--- config.mk ---
export PLATFORM = sky130hd
export DESIGN_NAME = row_void_fill_interpolator_flat
export DESIGN_NICKNAME = d
export VERILOG_FILES = /design/src/rtl/core/rvf_pkg.sv /design/src/rtl/core/rvf_intf.sv /design/src/rtl/core/rvf_front.sv /design/src/rtl/core/rvf_queue.sv /design/src/rtl/core/rvf_divider.sv /design/src/rtl/core/rvf_back.sv /design/src/rtl/core/row_void_fill_interpolator.sv /design/src/flat_wrapper.sv
export SDC_FILE = /design/constraint.sdc
export NUM_CORES = 1
export LEC_CHECK = 0
export BUFFER_PORTS_ARGS = -buffer_cell sky130_fd_sc_hd__clkbuf_2
export CAP_MARGIN = 0
export CORE_ASPECT_RATIO = 0.9
export CORE_MARGIN = 2
export CORE_UTILIZATION = 37
export CTS_CLUSTER_DIAMETER = 60
export DETAILED_ROUTE_END_ITERATION = 6
export GPL_TIMING_DRIVEN = 0
export PLACE_DENSITY_LB_ADDON = 0.3
export SYNTH_ARGS = -nofsm -noshare
export SYNTH_HDL_FRONTEND = slang
export SYNTH_SLANG_ARGS = --single-unit
export TNS_END_PERCENT = 10
--- constraint.sdc ---
create_clock -name clk_i -period 5.01 [get_ports clk_i]
set_input_delay 1.002 -clock clk_i [delete_from_list [all_inputs] [get_ports clk_i]]
set_output_delay 1.002 -clock clk_i [all_outputs]
set_load 0.01 [all_outputs]
--- src/rtl/core/rvf_pkg.sv ---
package rvf_pkg;

  localparam int H_W            = 16;
  localparam int ROW_LEN_W      = 13;
  localparam int CFG_DATA_W     = 16;
  localparam int CFG_IDX_W      = 1;
  localparam int MAX_RUN        = 63;
  localparam int MAX_ROW_LENGTH = 4096;
  localparam int Q_DEPTH        = 4;

  localparam int RUN_W  = $clog2(MAX_RUN + 1);
  localparam int OFF_W  = H_W + 1;
  localparam int PROD_W = H_W + RUN_W;
  localparam int STEP_W = $clog2(PROD_W);

  localparam logic [CFG_IDX_W-1:0] CFG_ROW_LENGTH     = 1'b0;
  localparam logic [CFG_IDX_W-1:0] CFG_VOID_THRESHOLD = 1'b1;

  localparam logic [ROW_LEN_W-1:0]    ROW_LENGTH_RST     = 13'd1201;
  localparam logic signed [H_W-1:0]   VOID_THRESHOLD_RST = -16'sd30000;

  typedef struct packed {
    logic [RUN_W-1:0]         fill_cnt;
    logic                     interp;
    logic signed [H_W-1:0]    base;
    logic                     has_good;
    logic signed [H_W-1:0]    good_val;
  } rvf_job_t;

  typedef struct packed {
    logic               start;
    logic               neg;
    logic [PROD_W-1:0]  mag;
    logic [RUN_W:0]     divisor;
  } rvf_div_req_t;

  typedef struct packed {
    logic                    valid;
    logic signed [OFF_W-1:0] quot;
  } rvf_div_rsp_t;

  typedef enum logic [2:0] {
    BK_IDLE,
    BK_FLUSH,
    BK_DIV,
    BK_WAIT,
    BK_GOOD
  } rvf_back_e;

endpackage

--- src/rtl/core/rvf_intf.sv ---
interface rvf_in_if;
  logic                         valid;
  logic                         ready;
  logic [rvf_pkg::H_W-1:0]      raw_word;

  modport source (output valid, output raw_word, input ready);
  modport sink (input valid, input raw_word, output ready);
endinterface

interface rvf_out_if;
  logic                         valid;
  logic                         ready;
  logic signed [rvf_pkg::H_W-1:0] height;
  logic                         was_filled;
  logic                         run_flushed;
  logic                         last;

  modport source (output valid, output height, output was_filled, output run_flushed,
                  output last, input ready);
  modport sink (input valid, input height, input was_filled, input run_flushed,
                input last, output ready);
endinterface

--- src/rtl/core/rvf_front.sv ---
module rvf_front #(
  parameter int MaxRowLength = rvf_pkg::MAX_ROW_LENGTH
) (
  input  logic                            clk_i,
  input  logic                            rst_ni,
  input  logic                            cfg_we_i,
  input  logic [rvf_pkg::CFG_IDX_W-1:0]   cfg_idx_i,
  input  logic [rvf_pkg::CFG_DATA_W-1:0]  cfg_wdata_i,
  rvf_in_if.sink                          in_i,
  input  logic                            full_i,
  output logic                            push_o,
  output rvf_pkg::rvf_job_t               job_o
);

  localparam int CW = $clog2(MaxRowLength);
  localparam int LW = (CW + 1 > rvf_pkg::ROW_LEN_W) ? CW + 1 : rvf_pkg::ROW_LEN_W;

  logic [rvf_pkg::ROW_LEN_W-1:0]   row_len_q;
  logic signed [rvf_pkg::H_W-1:0]  thr_q;
  logic signed [rvf_pkg::H_W-1:0]  left_q, left_d;
  logic                            lvalid_q, lvalid_d;
  logic [rvf_pkg::RUN_W-1:0]       run_q, run_d;
  logic [CW-1:0]                   col_q, col_d;

  logic                            accept;
  logic signed [rvf_pkg::H_W-1:0]  h;
  logic                            is_void;
  logic [rvf_pkg::RUN_W-1:0]       run_inc;
  logic [LW-1:0]                   row_ext, len_c, col_nxt;
  logic                            row_end;

  assign in_i.ready = !full_i;
  assign accept     = in_i.valid && !full_i;

  always_comb begin
    row_ext = LW'(row_len_q);
    priority if (row_ext < LW'(2)) begin
      len_c = LW'(2);
    end else if (row_ext > LW'(MaxRowLength)) begin
      len_c = LW'(MaxRowLength);
    end else begin
      len_c = row_ext;
    end
  end

  always_comb begin
    h       = {in_i.raw_word[7:0], in_i.raw_word[15:8]};
    is_void = h < thr_q;
    run_inc = run_q + 1'b1;
    col_nxt = LW'(col_q) + LW'(1);
    row_end = col_nxt >= len_c;

    job_o    = '0;
    push_o   = 1'b0;
    run_d    = run_q;
    left_d   = left_q;
    lvalid_d = lvalid_q;
    col_d    = col_q;

    if (accept) begin
      if (is_void) begin
        job_o.fill_cnt = run_inc;
        job_o.base     = left_q;
        if (run_inc >= rvf_pkg::RUN_W'(rvf_pkg::MAX_RUN) || row_end) begin
          push_o = 1'b1;
          run_d  = '0;
        end else begin
          run_d = run_inc;
        end
      end else begin
        job_o.fill_cnt = run_q;
        job_o.interp   = lvalid_q && (run_q != '0);
        job_o.base     = lvalid_q ? left_q : h;
        job_o.has_good = 1'b1;
        job_o.good_val = h;
        push_o         = 1'b1;
        run_d          = '0;
        left_d         = h;
        lvalid_d       = 1'b1;
      end
      if (row_end) begin
        col_d    = '0;
        left_d   = '0;
        lvalid_d = 1'b0;
        run_d    = '0;
      end else begin
        col_d = col_nxt[CW-1:0];
      end
    end
  end

  always_ff @(posedge clk_i or negedge rst_ni) begin
    if (!rst_ni) begin
      row_len_q <= rvf_pkg::ROW_LENGTH_RST;
      thr_q     <= rvf_pkg::VOID_THRESHOLD_RST;
    end else if (cfg_we_i) begin
      unique case (cfg_idx_i)
        rvf_pkg::CFG_ROW_LENGTH:     row_len_q <= cfg_wdata_i[rvf_pkg::ROW_LEN_W-1:0];
        rvf_pkg::CFG_VOID_THRESHOLD: thr_q     <= cfg_wdata_i;
      endcase
    end
  end

  always_ff @(posedge clk_i or negedge rst_ni) begin
    if (!rst_ni) begin
      left_q   <= '0;
      lvalid_q <= 1'b0;
      run_q    <= '0;
      col_q    <= '0;
    end else begin
      left_q   <= left_d;
      lvalid_q <= lvalid_d;
      run_q    <= run_d;
      col_q    <= col_d;
    end
  end

  // A run is always flushed once it reaches its limit, so the count never sits there.
  assert property (@(posedge clk_i) disable iff (!rst_ni)
                   run_q < rvf_pkg::RUN_W'(rvf_pkg::MAX_RUN))
    else $error("void run count reached its limit without a flush");

endmodule

--- src/rtl/core/rvf_queue.sv ---
module rvf_queue (
  input  logic               clk_i,
  input  logic               rst_ni,
  input  logic               push_i,
  input  rvf_pkg::rvf_job_t  job_i,
  input  logic               pop_i,
  output rvf_pkg::rvf_job_t  job_o,
  output logic               full_o,
  output logic               empty_o
);

  localparam int PTR_W = $clog2(rvf_pkg::Q_DEPTH);

  rvf_pkg::rvf_job_t  slot_q [rvf_pkg::Q_DEPTH];
  logic [PTR_W-1:0]   wr_q, rd_q;
  logic [PTR_W:0]     cnt_q;

  assign full_o  = cnt_q == (PTR_W + 1)'(rvf_pkg::Q_DEPTH);
  assign empty_o = cnt_q == '0;
  assign job_o   = slot_q[rd_q];

  always_ff @(posedge clk_i) begin
    if (push_i) begin
      slot_q[wr_q] <= job_i;
    end
  end

  always_ff @(posedge clk_i or negedge rst_ni) begin
    if (!rst_ni) begin
      wr_q  <= '0;
      rd_q  <= '0;
      cnt_q <= '0;
    end else begin
      if (push_i) begin
        wr_q <= (wr_q == PTR_W'(rvf_pkg::Q_DEPTH - 1)) ? '0 : wr_q + 1'b1;
      end
      if (pop_i) begin
        rd_q <= (rd_q == PTR_W'(rvf_pkg::Q_DEPTH - 1)) ? '0 : rd_q + 1'b1;
      end
      cnt_q <= cnt_q + (PTR_W + 1)'(push_i) - (PTR_W + 1)'(pop_i);
    end
  end

  assert property (@(posedge clk_i) disable iff (!rst_ni)
                   !(push_i && full_o) && !(pop_i && empty_o))
    else $error("job queue overrun or underrun");

endmodule

--- src/rtl/core/rvf_divider.sv ---
module rvf_divider (
  input  logic                   clk_i,
  input  logic                   rst_ni,
  input  rvf_pkg::rvf_div_req_t  req_i,
  output rvf_pkg::rvf_div_rsp_t  rsp_o
);

  logic                          busy_q, done_q, neg_q;
  logic [rvf_pkg::STEP_W-1:0]    step_q;
  logic [rvf_pkg::RUN_W:0]       div_q, rem_q, rem_d;
  logic [rvf_pkg::PROD_W-1:0]    quo_q, quo_d;
  logic [rvf_pkg::RUN_W+1:0]     trial, diff;
  logic                          ge;
  logic signed [rvf_pkg::OFF_W-1:0] mag17;

  always_comb begin
    trial = {rem_q, quo_q[rvf_pkg::PROD_W-1]};
    diff  = trial - {1'b0, div_q};
    ge    = trial >= {1'b0, div_q};
    rem_d = ge ? diff[rvf_pkg::RUN_W:0] : trial[rvf_pkg::RUN_W:0];
    quo_d = {quo_q[rvf_pkg::PROD_W-2:0], ge};
    mag17 = {1'b0, quo_q[rvf_pkg::H_W-1:0]};
  end

  assign rsp_o.valid = done_q;
  assign rsp_o.quot  = neg_q ? -mag17 : mag17;

  always_ff @(posedge clk_i or negedge rst_ni) begin
    if (!rst_ni) begin
      busy_q <= 1'b0;
      done_q <= 1'b0;
      step_q <= '0;
    end else if (req_i.start) begin
      busy_q <= 1'b1;
      done_q <= 1'b0;
      step_q <= rvf_pkg::STEP_W'(rvf_pkg::PROD_W - 1);
    end else if (busy_q) begin
      if (step_q == '0) begin
        busy_q <= 1'b0;
        done_q <= 1'b1;
      end else begin
        step_q <= step_q - 1'b1;
      end
    end
  end

  always_ff @(posedge clk_i) begin
    if (req_i.start) begin
      quo_q <= req_i.mag;
      rem_q <= '0;
      div_q <= req_i.divisor;
      neg_q <= req_i.neg;
    end else if (busy_q) begin
      quo_q <= quo_d;
      rem_q <= rem_d;
    end
  end

  assert property (@(posedge clk_i) disable iff (!rst_ni)
                   req_i.start |=> busy_q && !done_q)
    else $error("divider did not start on request");

endmodule

--- src/rtl/core/rvf_back.sv ---
module rvf_back (
  input  logic                   clk_i,
  input  logic                   rst_ni,
  input  rvf_pkg::rvf_job_t      job_i,
  input  logic                   empty_i,
  output logic                   pop_o,
  output rvf_pkg::rvf_div_req_t  div_req_o,
  input  rvf_pkg::rvf_div_rsp_t  div_rsp_i,
  rvf_out_if.source              out_o
);

  localparam int PS_W = rvf_pkg::OFF_W + rvf_pkg::RUN_W;

  rvf_pkg::rvf_back_e                state_q, state_d;
  rvf_pkg::rvf_job_t                 job_q;
  logic [rvf_pkg::RUN_W-1:0]         k_q, k_inc;
  logic signed [rvf_pkg::OFF_W-1:0]  off_q, off_new;
  logic signed [PS_W-1:0]            prod_q, prod_abs;

  logic                              out_valid_q;
  logic signed [rvf_pkg::H_W-1:0]    height_q, emit_height;
  logic                              filled_q, flushed_q, last_q;
  logic                              emit_filled, emit_flushed, emit_last;
  logic                              can_emit, fill_done, emit;
  logic signed [rvf_pkg::OFF_W-1:0]  interp_sum;

  assign can_emit  = !out_valid_q || out_o.ready;
  assign k_inc     = k_q + 1'b1;
  assign fill_done = k_inc == job_q.fill_cnt;
  assign off_new   = {job_i.good_val[rvf_pkg::H_W-1], job_i.good_val}
                   - {job_i.base[rvf_pkg::H_W-1], job_i.base};
  assign prod_abs  = prod_q[PS_W-1] ? -prod_q : prod_q;
  assign interp_sum = {job_q.base[rvf_pkg::H_W-1], job_q.base} + div_rsp_i.quot;

  always_comb begin
    state_d = state_q;
    unique case (state_q)
      rvf_pkg::BK_IDLE: begin
        if (!empty_i) begin
          if (job_i.fill_cnt == '0) begin
            state_d = rvf_pkg::BK_GOOD;
          end else if (job_i.interp) begin
            state_d = rvf_pkg::BK_DIV;
          end else begin
            state_d = rvf_pkg::BK_FLUSH;
          end
        end
      end
      rvf_pkg::BK_FLUSH: begin
        if (can_emit && fill_done) begin
          state_d = job_q.has_good ? rvf_pkg::BK_GOOD : rvf_pkg::BK_IDLE;
        end
      end
      rvf_pkg::BK_DIV: begin
        state_d = rvf_pkg::BK_WAIT;
      end
      rvf_pkg::BK_WAIT: begin
        if (div_rsp_i.valid && can_emit) begin
          state_d = fill_done ? rvf_pkg::BK_GOOD : rvf_pkg::BK_DIV;
        end
      end
      rvf_pkg::BK_GOOD: begin
        if (can_emit) begin
          state_d = rvf_pkg::BK_IDLE;
        end
      end
      default: state_d = rvf_pkg::BK_IDLE;
    endcase
  end

  always_comb begin
    pop_o             = 1'b0;
    emit              = 1'b0;
    emit_height       = job_q.base;
    emit_filled       = 1'b0;
    emit_flushed      = 1'b0;
    emit_last         = 1'b0;
    div_req_o.start   = 1'b0;
    div_req_o.neg     = prod_q[PS_W-1];
    div_req_o.mag     = prod_abs[rvf_pkg::PROD_W-1:0];
    div_req_o.divisor = {1'b0, job_q.fill_cnt} + 1'b1;
    unique case (state_q)
      rvf_pkg::BK_IDLE: begin
        pop_o = !empty_i;
      end
      rvf_pkg::BK_FLUSH: begin
        emit         = can_emit;
        emit_filled  = 1'b1;
        emit_flushed = 1'b1;
        emit_last    = fill_done && !job_q.has_good;
      end
      rvf_pkg::BK_DIV: begin
        div_req_o.start = 1'b1;
      end
      rvf_pkg::BK_WAIT: begin
        emit        = div_rsp_i.valid && can_emit;
        emit_height = interp_sum[rvf_pkg::H_W-1:0];
        emit_filled = 1'b1;
      end
      rvf_pkg::BK_GOOD: begin
        emit        = can_emit;
        emit_height = job_q.good_val;
        emit_last   = 1'b1;
      end
      default: begin
      end
    endcase
  end

  always_ff @(posedge clk_i or negedge rst_ni) begin
    if (!rst_ni) begin
      state_q     <= rvf_pkg::BK_IDLE;
      out_valid_q <= 1'b0;
    end else begin
      state_q <= state_d;
      if (emit) begin
        out_valid_q <= 1'b1;
      end else if (out_o.ready) begin
        out_valid_q <= 1'b0;
      end
    end
  end

  always_ff @(posedge clk_i) begin
    if (pop_o) begin
      job_q  <= job_i;
      off_q  <= off_new;
      prod_q <= PS_W'(off_new);
      k_q    <= '0;
    end else if (emit && state_q != rvf_pkg::BK_GOOD) begin
      k_q    <= k_inc;
      prod_q <= prod_q + PS_W'(off_q);
    end
    if (emit) begin
      height_q  <= emit_height;
      filled_q  <= emit_filled;
      flushed_q <= emit_flushed;
      last_q    <= emit_last;
    end
  end

  assign out_o.valid       = out_valid_q;
  assign out_o.height      = height_q;
  assign out_o.was_filled  = filled_q;
  assign out_o.run_flushed = flushed_q;
  assign out_o.last        = last_q;

  assert property (@(posedge clk_i) disable iff (!rst_ni)
                   state_q == rvf_pkg::BK_WAIT |-> job_q.interp && job_q.fill_cnt != '0)
    else $error("division wait entered for a job without interpolation");

endmodule

--- src/rtl/core/row_void_fill_interpolator.sv ---
// Row void-fill interpolator: takes byte-swapped elevation words, one per
// sample in row order, and delivers corrected signed heights in the same
// order, with voids replaced by linear interpolation between their good
// neighbors or, at a row edge or after an over-long run, by the nearest good
// value. A front stage classifies each word and tracks the row state; a
// four-entry job queue lets it run ahead of the back stage, which produces
// the results. Each interpolated void waits on the restoring divider, which
// resolves one quotient bit per cycle over the 22-bit product of offset and
// position.
module row_void_fill_interpolator #(
  parameter int MaxRowLength = rvf_pkg::MAX_ROW_LENGTH
) (
  input  logic                            clk_i,
  input  logic                            rst_ni,
  input  logic                            cfg_we_i,
  input  logic [rvf_pkg::CFG_IDX_W-1:0]   cfg_idx_i,
  input  logic [rvf_pkg::CFG_DATA_W-1:0]  cfg_wdata_i,
  rvf_in_if.sink                          in_i,
  rvf_out_if.source                       out_o
);

  rvf_pkg::rvf_job_t      push_job, head_job;
  logic                   push, pop, full, empty;
  rvf_pkg::rvf_div_req_t  div_req;
  rvf_pkg::rvf_div_rsp_t  div_rsp;

  rvf_front #(
    .MaxRowLength (MaxRowLength)
  ) u_front (
    .clk_i       (clk_i),
    .rst_ni      (rst_ni),
    .cfg_we_i    (cfg_we_i),
    .cfg_idx_i   (cfg_idx_i),
    .cfg_wdata_i (cfg_wdata_i),
    .in_i        (in_i),
    .full_i      (full),
    .push_o      (push),
    .job_o       (push_job)
  );

  rvf_queue u_queue (
    .clk_i   (clk_i),
    .rst_ni  (rst_ni),
    .push_i  (push),
    .job_i   (push_job),
    .pop_i   (pop),
    .job_o   (head_job),
    .full_o  (full),
    .empty_o (empty)
  );

  rvf_divider u_divider (
    .clk_i  (clk_i),
    .rst_ni (rst_ni),
    .req_i  (div_req),
    .rsp_o  (div_rsp)
  );

  rvf_back u_back (
    .clk_i     (clk_i),
    .rst_ni    (rst_ni),
    .job_i     (head_job),
    .empty_i   (empty),
    .pop_o     (pop),
    .div_req_o (div_req),
    .div_rsp_i (div_rsp),
    .out_o     (out_o)
  );

endmodule

--- src/flat_wrapper.sv ---
// flat-port wrapper written by rule: the top's interface ports become plain ports
module row_void_fill_interpolator_flat 
#(
  parameter int MaxRowLength = rvf_pkg::MAX_ROW_LENGTH
)
  (clk_i, rst_ni, cfg_we_i, cfg_idx_i, cfg_wdata_i, in_i_valid, in_i_raw_word, in_i_ready, out_o_valid, out_o_height, out_o_was_filled, out_o_run_flushed, out_o_last, out_o_ready);
  rvf_in_if in_i_i ();
  rvf_out_if out_o_i ();
  input  logic clk_i;
  input  logic rst_ni;
  input  logic cfg_we_i;
  input  logic [rvf_pkg::CFG_IDX_W-1:0] cfg_idx_i;
  input  logic [rvf_pkg::CFG_DATA_W-1:0] cfg_wdata_i;
  input wire logic [$bits(in_i_i.valid)-1:0] in_i_valid;
  input wire logic [$bits(in_i_i.raw_word)-1:0] in_i_raw_word;
  output wire logic [$bits(in_i_i.ready)-1:0] in_i_ready;
  output wire logic [$bits(out_o_i.valid)-1:0] out_o_valid;
  output wire logic [$bits(out_o_i.height)-1:0] out_o_height;
  output wire logic [$bits(out_o_i.was_filled)-1:0] out_o_was_filled;
  output wire logic [$bits(out_o_i.run_flushed)-1:0] out_o_run_flushed;
  output wire logic [$bits(out_o_i.last)-1:0] out_o_last;
  input wire logic [$bits(out_o_i.ready)-1:0] out_o_ready;
  assign in_i_i.valid = in_i_valid;
  assign in_i_i.raw_word = in_i_raw_word;
  assign in_i_ready = in_i_i.ready;
  assign out_o_valid = out_o_i.valid;
  assign out_o_height = out_o_i.height;
  assign out_o_was_filled = out_o_i.was_filled;
  assign out_o_run_flushed = out_o_i.run_flushed;
  assign out_o_last = out_o_i.last;
  assign out_o_i.ready = out_o_ready;
  row_void_fill_interpolator #(.MaxRowLength(MaxRowLength)) u_core (.clk_i(clk_i), .rst_ni(rst_ni), .cfg_we_i(cfg_we_i), .cfg_idx_i(cfg_idx_i), .cfg_wdata_i(cfg_wdata_i), .in_i(in_i_i), .out_o(out_o_i));
endmodule
**Word level (Yosys, flattened, before mapping)**

Memories as Yosys holds them, arrays and structs flattened.
Cells that the tools add are included.

- Reductions and logical operators: 29
- Bitwise operators: 1
- Multiplexer cells: 57
- Equal/unequal tests: 15
- Magnitude comparators: 6
- Add/sub/neg operators: 15

Operators by type and width:

| operator | count |
|---|---|
| 2-to-1 mux 16 bit | 5 |
| 2-to-1 mux 22 bit | 3 |
| 2-to-1 mux 23 bit | 2 |
| 2-to-1 mux 40 bit | 1 |
| one-hot mux 16 bit (2 select lines) | 1 |
| 2-to-1 mux 13 bit | 2 |
| 2-to-1 mux 6 bit | 4 |
| adder 23 x 17 -> 23 bit | 1 |
| negator 22 bit | 1 |
| 2-to-1 mux 3 bit | 7 |
| 2-to-1 mux 1 bit | 20 |
| 2-to-1 mux 17 bit | 1 |
| subtractor 16 x 16 -> 17 bit | 1 |
| adder 16 bit | 1 |
| less-than comparator 16 bit | 1 |
| negator 16 bit | 1 |
| 2-to-1 mux 5 bit | 3 |
| one-hot mux 3 bit (5 select lines) | 1 |
| adder 12 x 1 -> 13 bit (second input constant) | 1 |
| greater-or-equal comparator 13 bit | 1 |
| greater-than comparator 13 bit (second input constant) | 1 |
| less-than comparator 13 x 2 -> 1 bit (second input constant) | 1 |
| adder 6 x 1 -> 6 bit (second input constant) | 2 |
| 2-to-1 mux 12 bit | 1 |
| other kinds (31) | 60 |

- Memories kept: 1
- Output and inout port bits: 21
- Register bits: 223
- Logic and storage cells: 153
- RAM bits: 160
- Input bits: 38

Memory list:

| memory | words | bits a word | rd ports | clocked after memory_dff | wr ports | line | text |
|---|---|---|---|---|---|---|---|
| u_core.u_queue.slot_q | 4 | 40 | 1 | 0 | 1 | rvf_queue.sv:14 | `rvf_pkg::rvf_job_t slot_q [rvf_pkg::Q_DEPTH];` |

**Logic depth before layout (Yosys ltp)**

Gate-level depths: netlist (run 1).

- Depth in word-level cells: 10
- Depth in mapped cells: 20
- Depth with buffers taken out: 20

**Hierarchy**

From an unflattened synthesis (run 1), not the netlist that was laid out.

- Cells, all modules: 1632
- Area total of the unflattened synthesis: 20243.2 um^2

By module, submodules not included:

| module | area each (um^2) | sequential area each (um^2) | times used | cells each |
|---|---|---|---|---|
| rvf_back | 7195.7 | 3163.0 | 1 | 701 |
| rvf_queue | 6236.0 | 4979.8 | 1 | 246 |
| rvf_front | 4185.3 | 1615.3 | 1 | 445 |
| rvf_divider | 2626.3 | 1216.2 | 1 | 240 |

**Worst setup path before layout (run 1)**

Ideal clock, no wire load.

- Path type: flip-flop to flip-flop
- Start point: register u_core.u_back.state_q[0]
- End point: register u_core.u_queue.cnt_q[2]
- Slack: 0.501 ns
- Arrival time: 4.386 ns
- Buffers on the path: 3
- Cell stages (with the launch flop): 13
- Clock period less this slack: 4.509 ns
- Setup time: 0.123 ns
- Data required time: 4.887 ns
- Path through: dfrtp_1 > buf_2 > or4_1 > clkbuf_1 > inv_2 > buf_1 > ha_1 > inv_1 > ha_1 > inv_1 > fa_1 > xnor2_1 > xnor2_1

- Word-level cells in the longest chain between the ends: 3

Ends and longest elaborated chain:

| item | line | text |
|---|---|---|
| start: declaration | rvf_back.sv:14 | `rvf_pkg::rvf_back_e state_q, state_d;` |
| start signal: assignment | rvf_back.sv:112 | `state_q <= rvf_pkg::BK_IDLE;` |
| start signal: assignment | rvf_back.sv:115 | `state_q <= state_d;` |
| logical NOT 3 bit | rvf_back.sv:82 | `unique case (state_q)` |
| 2-to-1 mux 1 bit | rvf_back.sv:82 |  |
| net u_core.pop | row_void_fill_interpolator.sv:23 | `logic push, pop, full, empty;` |
| subtractor 3 x 1 -> 3 bit | rvf_queue.sv:40 | `cnt_q <= cnt_q + (PTR_W + 1)'(push_i) - (PTR_W + 1)'(pop_i);` |
| end signal: assignment | rvf_queue.sv:40 |  |
| end: declaration | rvf_queue.sv:16 | `logic [PTR_W:0] cnt_q;` |

The timed path passes the listed nets, and every way through them passes these cells.
A chain may end at the register's enable or synchronous reset.

**Final worst setup path (run 1)**

- Start point: register u_core.u_front.col_q[0]
- End point: register u_core.u_queue.cnt_q[2]

- Word-level cells in the longest chain between the ends: 8

Ends and longest elaborated chain:

| item | line | text |
|---|---|---|
| start: declaration | rvf_front.sv:23 | `logic [CW-1:0] col_q, col_d;` |
| start signal: assignment | rvf_front.sv:114 | `col_q <= col_d;` |
| adder 12 x 1 -> 13 bit | rvf_front.sv:50 | `col_nxt = LW'(col_q) + LW'(1);` |
| greater-or-equal comparator 13 bit | rvf_front.sv:51 | `row_end = col_nxt >= len_c;` |
| logical OR 1 bit | rvf_front.sv:64 | `if (run_inc >= rvf_pkg::RUN_W'(rvf_pkg::MAX_RUN) \|\| row_end) begin` |
| 2-to-1 mux 1 bit | rvf_front.sv:64 |  |
| 2-to-1 mux 1 bit | rvf_front.sv:61 | `if (is_void) begin` |
| 2-to-1 mux 1 bit | rvf_front.sv:60 | `if (accept) begin` |
| adder 3 x 1 -> 3 bit | rvf_queue.sv:40 |  |
| subtractor 3 x 1 -> 3 bit | rvf_queue.sv:40 |  |

No other way between the ends.

==> impl_metrics.csv, run 1 <==
group,metric,value,unit
clock_network,h-tree-depth,2,
logic_synthesis,synthTopCellsByCount,"288 x edfxtp_1, 153 x nand2_1, 138 x o21ai_0, 105 x ha_1, 85 x nor2_1",
global_route,grt_pass1_vias,13010,
critical_path,crit_path_max_fanout,9,
global_route,antenna_found_initial,1,
logic_synthesis,synth.distinct_cells,72,
clock_network,clkSinkCount,383,
pwr,switchingPower,6.716,mW
cells_and_area,finalNetCount,1893,
timing,grt_setup_unrepaired,"false",
critical_path,setup.worst_path.class,"reg -> reg",
floorplan,chipWidth,247.5,um
route,wl_per_cell,18.25,um
timing,skew,0.02006,ns
floorplan,start_util,37.35,%
cells_and_area,drive_above_1_share,13.30,%
logic_synthesis,synth_area_per_cell,12.06,um^2
critical_path,required,5.50,ns
logic_synthesis,ys_top_cells_by_area,"edfxtp_1 44%, dfrtp_1 9.0%, ha_1 6.7%",
pwr,power.density,748.9,mW/mm^2
floorplan,die_h,223.1,um
logic_synthesis,ys_async_sr_fraction,21.41,%
clock_network,cts_tree,"yes",
global_route,grt_pass1_wl,71.73,mm
pwr,power_frac_comb,48.1,%
clock_network,path_clk_slew,0.06,ns
route,ant_nets,0,
route,wirelength,45.11,mm
route,first_pass_iters,5,
floorplan,ioPinCount,59,
logic_synthesis,yosysWarnings,0,
timing,setup_viol,0,
logic_synthesis,syn-num-nets,1785,
placement,place.gp.congestion,0.9095,
logic_synthesis,synthCells,1637,
route,viasPerCell,5.299,
run_status,status,"complete, no violations",
route,num_vias,13099,
floorplan,coreArea,0.05285,mm^2
timing,hold_slack,0.4916,ns
timing,timing_worst_slew_pin_value,1.130,ns
critical_path,worst_setup_path_start_kind,"register",
timing,fin_ws,0.4848,ns
cells_and_area,diodes,0,
timing,timing.final.crit_share,90.32,%
logic_synthesis,yosysMostFrequentCell,"edfxtp_1",
global_route,grt_overflow,0,
pwr,power.share.clock,17.7,%
clock_network,clockRootBuffer,"clkbuf_16",
flow_run,cap_violations,0,
placement,preCtsSetupSlack,0.2150,ns
pwr,swShare,40.15,%
timing,final_hold_viol_count,0,
clock_network,cts_buffers,42,
clock_network,insertion_delay,0.57,ns
critical_path,setup.worst_path.end_class,"register",
logic_synthesis,synth-seq-area-share,55.59,%
global_route,track_usage,16.60,%
route,drcViolationCount,0,
min_path,hp-class,"reg -> reg",
global_route,grt_max_degree,48,
placement,portBuffers,58,
logic_synthesis,synthesis.area,0.01974,mm^2
floorplan,die-area,0.05522,mm^2
placement,dpl.hpwl,33.39,mm
timing,finalMaxSlewViolations,0,
clock_network,clock_path_buffers,3,
pwr,leakagePower,8.667,nW
pwr,internal_power,10.01,mW
logic_synthesis,yosys.area.top_type,"edfxtp_1",
logic_synthesis,netlist.area_leader.share,43.81,%
logic_synthesis,synth_seq_cells,383,
critical_path,worstPathArrival,5.01,ns
floorplan,rows,80,
timing,max_freq,221.0,MHz
timing,slew_headroom,24.52,%
logic_synthesis,synth_edf_count,288,
cells_and_area,area_growth,13.15,%
pwr,ir_drop,0.3927,mV
clock_network,cts_setup_buffers,0,
logic_synthesis,ys.flop_type,"edfxtp_1",
timing,fin_crit,4.525,ns
pwr,seqPwrFrac,34.2,%
route,drt_iter0_markers,879,
-- cells by family after synthesis --
| logic type | synth area share, % |
|---|---|
| xor gates and xnor gates | 4.969 |
| AOI/OAI and AO/OA | 11.31 |
| buffers and inverters | 2.801 |
| DFF | 55.59 |
| and+or+nand+nor | 10.51 |
| adders and majority gates | 7.162 |
| muxes | 7.657 |
-- flip-flops by register name, summed over array words and instances, names as in the netlist, 3 cells and up --
signal                      cells
u_core.u_back.job_q            39
u_core.u_back.k_q               6
u_core.u_back.off_q            17
u_core.u_back.out_o.height     16
u_core.u_back.prod_q           23
u_core.u_back.state_q           3
u_core.u_divider.div_q          7
u_core.u_divider.quo_q         22
u_core.u_divider.rem_q          7
u_core.u_divider.step_q         5
u_core.u_front.col_q           12
u_core.u_front.left_q          16
u_core.u_front.row_ext         13
u_core.u_front.run_q            6
u_core.u_front.thr_q           16
u_core.u_queue.cnt_q            3
u_core.u_queue.slot_q         160
-- power groups by stage --
stage / Clock, mW / Combinational, mW / Sequential [mW]
finish: 2.96 / 8.04 / 5.73
global route: 3.17 / 9.07 / 5.84
CTS: 3.04 / 8.06 / 5.72
detailed placement: 0 / 8.01 / 5.78
global placement: 0 / 7.79 / 5.78
floorplan: 0 / 6.01 / 5.58
-- worst max-delay path: stages, from the launching register on --
cell and delay, ns:
dfrtp_1 0.44, ha_1 0.28, and3_1 0.24, and3_1 0.20, and3_1 0.23, and3_1 0.20, ha_1 0.31, nand4_1 0.17
o41ai_4 0.57, a31oi_2 0.19, a21oi_2 0.35, inv_1 0.08, ha_1 0.27, inv_1 0.06, ha_1 0.12, inv_1 0.05
fa_1 0.38, xnor2_1 0.19, xnor2_1 0.14
-- per-layer routing --
metal	vias up	track usage [%]	wire [um]
met5	-	0	11
met4	2	4.887	1115
met3	77	3.152	2589
met2	317	26.00	20500
met1	6384	23.41	20900
li1	6319	-	-
-- area by class of cell --
type,count,area [um^2]
plain buffers,60,246.5
clock buffers,54,1127
clock inverters,20,157.7
fillers,4945,30510
inverters,82,307.8
multi-input cells,1112,8238
flip-flops and latches,383,10970
well taps,697,872.1
repair buffers,64,412.9
-- path summary, 6_finish.rpt --
path	cells after the start	endpoint	from	slack, ns
worst max-delay path	18	u_core.u_queue.cnt_q[2]	u_core.u_front.col_q[0]	0.48
worst min-delay path	1	u_core.u_divider.rem_q[6]	u_core.u_divider.rem_q[6]	0.49
worst max register to register	18	u_core.u_queue.cnt_q[2]	u_core.u_front.col_q[0]	0.48
worst min register to register	1	u_core.u_divider.rem_q[6]	u_core.u_divider.rem_q[6]	0.49
max in group asynchronous	2	u_core.u_front.thr_q[7]	rst_ni	3.80
min in group asynchronous	1	u_core.u_front.thr_q[14]	rst_ni	0.50
-- through the flow --
stage	setup TNS [ns]	instances	area (um^2)	utilization [%]	power, mW
finish	0	2472	22340	42.26	16.73
global route	0	2472	22340	42.26	18.07
CTS	0	2472	22320	42.23	16.81
detailed placement	0	2398	21030	39.80	13.79
global placement	-85.87	2392	20900	39.55	13.57
floorplan	0	1637	19740	-	11.58
-- layout by cell type (no fill, tap or decap), types with 45 or more instances in the layout --
master / count
clkbuf_2: 57
dfrtp_1: 71
xnor2_1: 58
o21ai_0: 138
nand3_1: 45
clkbuf_1: 55
inv_1: 81
a21oi_1: 67
xor2_1: 54
nand2_1: 153
nor2_1: 84
ha_1: 105
edfxtp_1: 288
-- what timing repair did --
| action | CTS | global route |
|---|---|---|
| hold buffers | 0 | 0 |
| gates resized for setup | 0 | 2 |
| endpoints found under the setup margin | 0 | 1 |
Note: power is estimated with default switching activity, not from simulation.
==> run 2: changes to the inputs <==
--- a/config.mk
+++ b/config.mk
@@ -8,7 +8,6 @@
 export BUFFER_PORTS_ARGS = -buffer_cell sky130_fd_sc_hd__clkbuf_2
 export CAP_MARGIN = 0
 export CORE_ASPECT_RATIO = 0.9
-export CORE_MARGIN = 2
 export CORE_UTILIZATION = 37
 export CTS_CLUSTER_DIAMETER = 60
 export DETAILED_ROUTE_END_ITERATION = 6
==> impl_metrics.csv, run 2 (synthesis gave the netlist of run 1 again) <==
group,metric,value,unit
timing,slew_headroom,22.53,%
timing,setup_viol,0,
timing,fin_ws,0.4983,ns
pwr,power.density,756.3,mW/mm^2
timing,fin_crit,4.512,ns
route,wirelength,45.32,mm
pwr,power.share.clock,18.8,%
global_route,grt_pass1_vias,13046,
timing,final_hold_viol_count,0,
floorplan,die_h,221.1,um
clock_network,path_clk_slew,0.06,ns
pwr,seqPwrFrac,33.7,%
cells_and_area,final_cell_mix,"288 x edfxtp_1, 153 x nand2_1, 138 x o21ai_0, 105 x ha_1, 84 x nor2_1",
placement,dpl.hpwl,33.48,mm
run_status,status,"complete, no violations",
placement,place_area,0.02106,mm^2
timing,timing_worst_slew_pin_value,1.159,ns
critical_path,ff2ff_path_depth,18,
clock_network,clockRootBuffer,"clkbuf_16",
route,wl_per_cell,18.37,um
floorplan,coreArea,0.05219,mm^2
pwr,switchingPower,6.767,mW
clock_network,h-tree-depth,2,
route,num_vias,13131,
route,first_pass_iters,5,
critical_path,setup.worst_path.class,"reg -> reg",
floorplan,start_util,37.82,%
pwr,power_frac_comb,47.5,%
pwr,ir_drop,0.4077,mV
cells_and_area,area_growth,13.95,%
pwr,internal_power,10.24,mW
global_route,track_usage,16.80,%
route,drt_iter0_markers,930,
global_route,grt_pass1_wl,71.84,mm
cells_and_area,postLayoutCellArea,0.02249,mm^2
global_route,grt_max_degree,59,
clock_network,cts_tree,"yes",
clock_network,cts_buffers,43,
placement,portBuffers,58,
floorplan,ioPinCount,59,
critical_path,worst_setup_path_start_kind,"register",
placement,preCtsSetupSlack,0.3188,ns
global_route,antenna_found_initial,0,
cells_and_area,largest_register,"u_core.u_queue.slot_q",
min_path,hp-class,"in -> async",
pwr,swShare,39.78,%
clock_network,cts_hold_buf,0,
timing,skew,0.02498,ns
pwr,leakagePower,8.754,nW
timing,timing.final.crit_share,90.05,%
route,viasPerCell,5.323,
floorplan,die-area,0.05428,mm^2
timing,max_freq,221.6,MHz
pwr,power,17.01,mW
placement,place.gp.congestion,0.8659,
cells_and_area,final_common_cell,"edfxtp_1",
cells_and_area,top_regs,"u_core.u_queue.slot_q (160), u_core.u_back.job_q (39), u_core.u_back.prod_q (23)",
timing,grt_setup_unrepaired,"false",
floorplan,chipWidth,245.5,um
cells_and_area,finalNetCount,1895,
route,drcViolationCount,0,
floorplan,rows,79,
cells_and_area,largest_reg_flops,160,
cells_and_area,drive_above_1_share,13.55,%
critical_path,crit_path_max_fanout,9,
clock_network,clock_path_buffers,3,
clock_network,insertion_delay,0.58,ns
critical_path,worstPathArrival,4.97,ns
cells_and_area,diodes,0,
clock_network,clkSinkCount,383,
critical_path,setup.worst_path.end_class,"register",
critical_path,required,5.47,ns
global_route,grt_overflow,0,
clock_network,cts_setup_buffers,0,
flow_run,cap_violations,0,
timing,hold_slack,0.3753,ns
timing,finalMaxSlewViolations,0,
route,ant_nets,0,
## run 2: critical path, stage by stage, from the launching register on
cell	delay [ns]
dfrtp_1	0.44
ha_1	0.27
and3_1	0.24
and3_1	0.20
and3_1	0.23
and3_1	0.20
ha_1	0.31
nand4_1	0.17
o41ai_4	0.57
a31oi_2	0.19
a21oi_2	0.36
inv_1	0.08
ha_1	0.27
inv_1	0.05
ha_1	0.12
inv_1	0.05
fa_1	0.37
xnor2_1	0.14
xnor2_1	0.13
## run 2: what timing repair did
| action | in CTS | in global routing |
|---|---|---|
| gates resized for setup | 0 | 2 |
| endpoints found under the setup margin | 0 | 2 |
| hold endpoints to repair | 0 | 0 |
## run 2: stage by stage
stage | TNS, ns | cells | utilization [%]
floorplan | 0 | 1637 | -
global placement | -95.65 | 2383 | 40.03
detailed placement | 0 | 2390 | 40.35
CTS | 0 | 2467 | 43.07
global route | 0 | 2467 | 43.10
finish | 0 | 2467 | 43.10
## run 2: cell type report
class / count / area (um^2)
fillers: 4897 / 29700
flip-flops and latches: 383 / 10970
multi-input cells: 1112 / 8238
clock buffers: 54 / 1160
well taps: 688 / 860.8
repair buffers: 65 / 447.9
inverters: 82 / 307.8
clock inverters: 23 / 259.0
plain buffers: 60 / 246.5
## run 2: path summary, 6_finish.rpt
| path | start | to | slack, ns |
|---|---|---|---|
| max | u_core.u_front.col_q[0] | u_core.u_queue.cnt_q[2] | 0.50 |
| min | rst_ni | u_core.u_front.thr_q[5] | 0.38 |
| max reg2reg | u_core.u_front.col_q[0] | u_core.u_queue.cnt_q[2] | 0.50 |
| min reg2reg | u_core.u_back.k_q[5] | u_core.u_back.k_q[5] | 0.49 |
| max in group asynchronous | rst_ni | u_core.u_front.row_ext[4] | 3.97 |
| min in group clk_i | u_core.u_back.k_q[5] | u_core.u_back.k_q[5] | 0.49 |
## run 2: power by group through the flow
stage               Clock (mW)  Combinational, mW  Sequential [mW]
floorplan                    0               6.01             5.58
global placement             0               7.78             5.79
detailed placement           0               8.03             5.78
CTS                       3.29               8.07             5.72
global route              3.40               9.03             5.84
finish                    3.20               8.08             5.73
## run 2: routing by layer
metal / global-route usage [%] / vias up / share of wire [%]
met5: 0 / - / 0
met2: 26.13 / 353 / 45
met1: 23.56 / 6380 / 47
li1: - / 6324 / -
met4: 5.550 / 0 / 2.5
met3: 3.117 / 74 / 5.4
==> run 3: changes to the inputs <==
--- a/config.mk
+++ b/config.mk
@@ -12,7 +12,6 @@
 export CTS_CLUSTER_DIAMETER = 60
 export DETAILED_ROUTE_END_ITERATION = 6
 export GPL_TIMING_DRIVEN = 0
-export PLACE_DENSITY_LB_ADDON = 0.3
 export SYNTH_ARGS = -nofsm -noshare
 export SYNTH_HDL_FRONTEND = slang
 export SYNTH_SLANG_ARGS = --single-unit
==> constraint.sdc (replaced) <==
create_clock -name clk_i -period 4.01 [get_ports clk_i]
set_input_delay 0.802 -clock clk_i [delete_from_list [all_inputs] [get_ports clk_i]]
set_output_delay 0.802 -clock clk_i [all_outputs]
set_load 0.01 [all_outputs]
==> impl_metrics.csv, run 3 (synthesis gave the netlist of run 1 again) <==
group,metric,value,unit
cells_and_area,diodes,0,
pwr,power,21.18,mW
pwr,seqPwrFrac,33.9,%
critical_path,worst_setup_path_start_kind,"register",
cells_and_area,top_regs,"u_core.u_queue.slot_q (160), u_core.u_back.job_q (39), u_core.u_back.prod_q (23)",
timing,final_hold_viol_count,0,
critical_path,setup.worst_path.end_class,"register",
cells_and_area,area_growth,14.64,%
timing,fin_crit,3.901,ns
cells_and_area,final_cell_mix,"288 x edfxtp_1, 153 x nand2_1, 136 x o21ai_0, 102 x ha_1, 82 x nor2_1",
floorplan,start_util,37.82,%
route,wirelength,45.46,mm
global_route,grt_pass1_wl,72.40,mm
clock_network,insertion_delay,0.58,ns
critical_path,rr_startpoint,"u_core.u_front.row_ext[3]",
global_route,grt_use_met3,2.511,%
floorplan,ioPinCount,59,
route,wl_per_cell,18.35,um
cells_and_area,largest_reg_flops,160,
timing,timing.final.crit_share,97.27,%
pwr,power_frac_comb,48.1,%
cells_and_area,largest_register,"u_core.u_queue.slot_q",
timing,grt_setup_unrepaired,"true",
critical_path,worstPathArrival,4.40,ns
clock_network,clkSinkCount,383,
clock_network,clock_path_buffers,3,
floorplan,rows,79,
critical_path,ff2ff_path_depth,19,
global_route,track_usage,16.90,%
clock_network,path_clk_slew,0.06,ns
timing,finalMaxSlewViolations,0,
placement,place_area,0.02101,mm^2
pwr,internal_power,12.65,mW
clock_network,cts_tree,"yes",
critical_path,crit_path_max_fanout,7,
floorplan,die-area,0.05428,mm^2
global_route,antenna_found_initial,0,
placement,portBuffers,58,
placement,place.gp.congestion,0.8717,
global_route,busiest_layer,"met2",
pwr,swShare,40.27,%
placement,dpl.hpwl,33.09,mm
critical_path,setup.worst_path.class,"reg -> reg",
cells_and_area,postLayoutCellArea,0.02263,mm^2
clock_network,cts_buffers,44,
min_path,hp-class,"in -> async",
cells_and_area,drive_above_1_share,15.09,%
route,ant_nets,0,
route,drt_iter0_markers,935,
cells_and_area,finalNetCount,1901,
pwr,power.share.clock,18.0,%
global_route,grt_overflow,0,
global_route,grt_pass1_vias,13189,
global_route,gr-usage-met2,26.52,%
route,viasPerCell,5.341,
timing,skew,0.02000,ns
run_status,status,"complete, no violations",
pwr,power.density,935.9,mW/mm^2
critical_path,required,4.51,ns
cells_and_area,final_common_cell,"edfxtp_1",
global_route,grt_use_met1,24.10,%
critical_path,rrSetupSlack,0.11,ns
floorplan,coreArea,0.05219,mm^2
floorplan,die_h,221.1,um
critical_path,timing.rr.end,"u_core.u_queue.cnt_q[2]",
pwr,leakagePower,8.755,nW
clock_network,clockRootBuffer,"clkbuf_16",
flow_run,cap_violations,0,
route,num_vias,13230,
clock_network,cts_hold_buf,0,
floorplan,chipWidth,245.5,um
route,drcViolationCount,0,
global_route,grt_max_degree,67,
timing,timing_worst_slew_pin_value,1.132,ns
pwr,switchingPower,8.529,mW
route,first_pass_iters,5,
timing,max_freq,256.4,MHz
timing,slew_headroom,24.36,%
timing,setup_viol,0,
clock_network,h-tree-depth,2,
pwr,ir_drop,0.4110,mV
-- run 3: cell types whose count changed in the layout (fill, tap and decap cells not counted), moves of 3 or more --
cell       change
ha_4           +3
clkinv_1       +7
ha_1           -3
bufinv_16      -4
and3_4         +4
buf_2          -4
buf_4         +11
and3_1         -4
clkbuf_1       -3
buf_8          +3
-- run 3: power by group through the flow --
stage / Combinational (mW) / Clock (mW) / Sequential [mW]
2_1_floorplan: 7.51 / 0 / 6.96
3_3_place_gp: 9.72 / 0 / 7.22
3_5_place_dp: 9.98 / 0 / 7.23
4_1_cts: 10.1 / 3.91 / 7.15
5_1_grt: 11.4 / 4.06 / 7.30
6_report: 10.2 / 3.81 / 7.17
-- run 3: per-stage QoR --
stage / util, % / instances / setup TNS [ns] / setup slack [ns] / hold slack (ns)
finish: 43.36 / 2477 / 0 / 0.1093 / 0.1931
global route: 43.36 / 2477 / -0.1546 / -0.1028 / 0.2062
CTS: 43.05 / 2474 / -0.008529 / -0.008529 / 0.1746
detailed placement: 40.25 / 2388 / -90.31 / -0.8482 / 0.4694
global placement: 40.05 / 2383 / -224.21 / -1.580 / 0.4725
floorplan: - / 1637 / -20.71 / -0.1721 / 0.4502
-- run 3: final cells by class --
type | instances | area (um^2)
buffer | 59 | 271.5
clock buffer | 54 | 1180
clock inverter | 28 | 180.2
fill | 4880 | 29560
inverter | 82 | 307.8
multi-input combinational | 1112 | 8398
sequential | 383 | 10980
tap | 688 | 860.8
timing repair buffer | 71 | 455.4
-- run 3: critical path: stages (launching register included) --
cell and delay [ns]:
dfrtp_1 0.39, nor3_1 0.31, nand3_1 0.24, and3_1 0.23, ha_1 0.27, nor2b_1 0.05
o21ai_2 0.17, a31oi_4 0.11, o41ai_4 0.34, buf_4 0.18, a31oi_4 0.05, a21oi_4 0.23
inv_2 0.06, ha_1 0.26, inv_1 0.05, ha_1 0.13, inv_1 0.04, fa_1 0.37
xnor2_1 0.20, xnor2_1 0.13
-- run 3: metal layers --
metal  part of all wire, %  vias to the layer above
met5                     0                        -
met4                   2.2                        0
met3                   5.1                       69
met2                    45                      310
met1                    48                     6506
li1                      -                     6345
-- run 3: how the worst max path moves through the flow --
stage | startpoint | endpoint | cells past startpoint
floorplan | u_core.u_front.col_q[0] | u_core.u_queue.slot_q[1][0] | 11
global placement | u_core.u_front.col_q[0] | u_core.u_queue.slot_q[2][12] | 11
detailed placement | u_core.u_front.col_q[0] | u_core.u_queue.slot_q[0][12] | 11
CTS | u_core.u_front.col_q[0] | u_core.u_queue.cnt_q[2] | 21
global route | u_core.u_front.row_ext[3] | u_core.u_queue.cnt_q[2] | 19
finish | u_core.u_front.row_ext[3] | u_core.u_queue.cnt_q[2] | 19
-- run 3: repair_timing --
item	4_1_cts	5_1_grt
buffers inserted	5	3
pin swaps	2	13
setup endpoints to repair	178	15
resized for setup	17	28
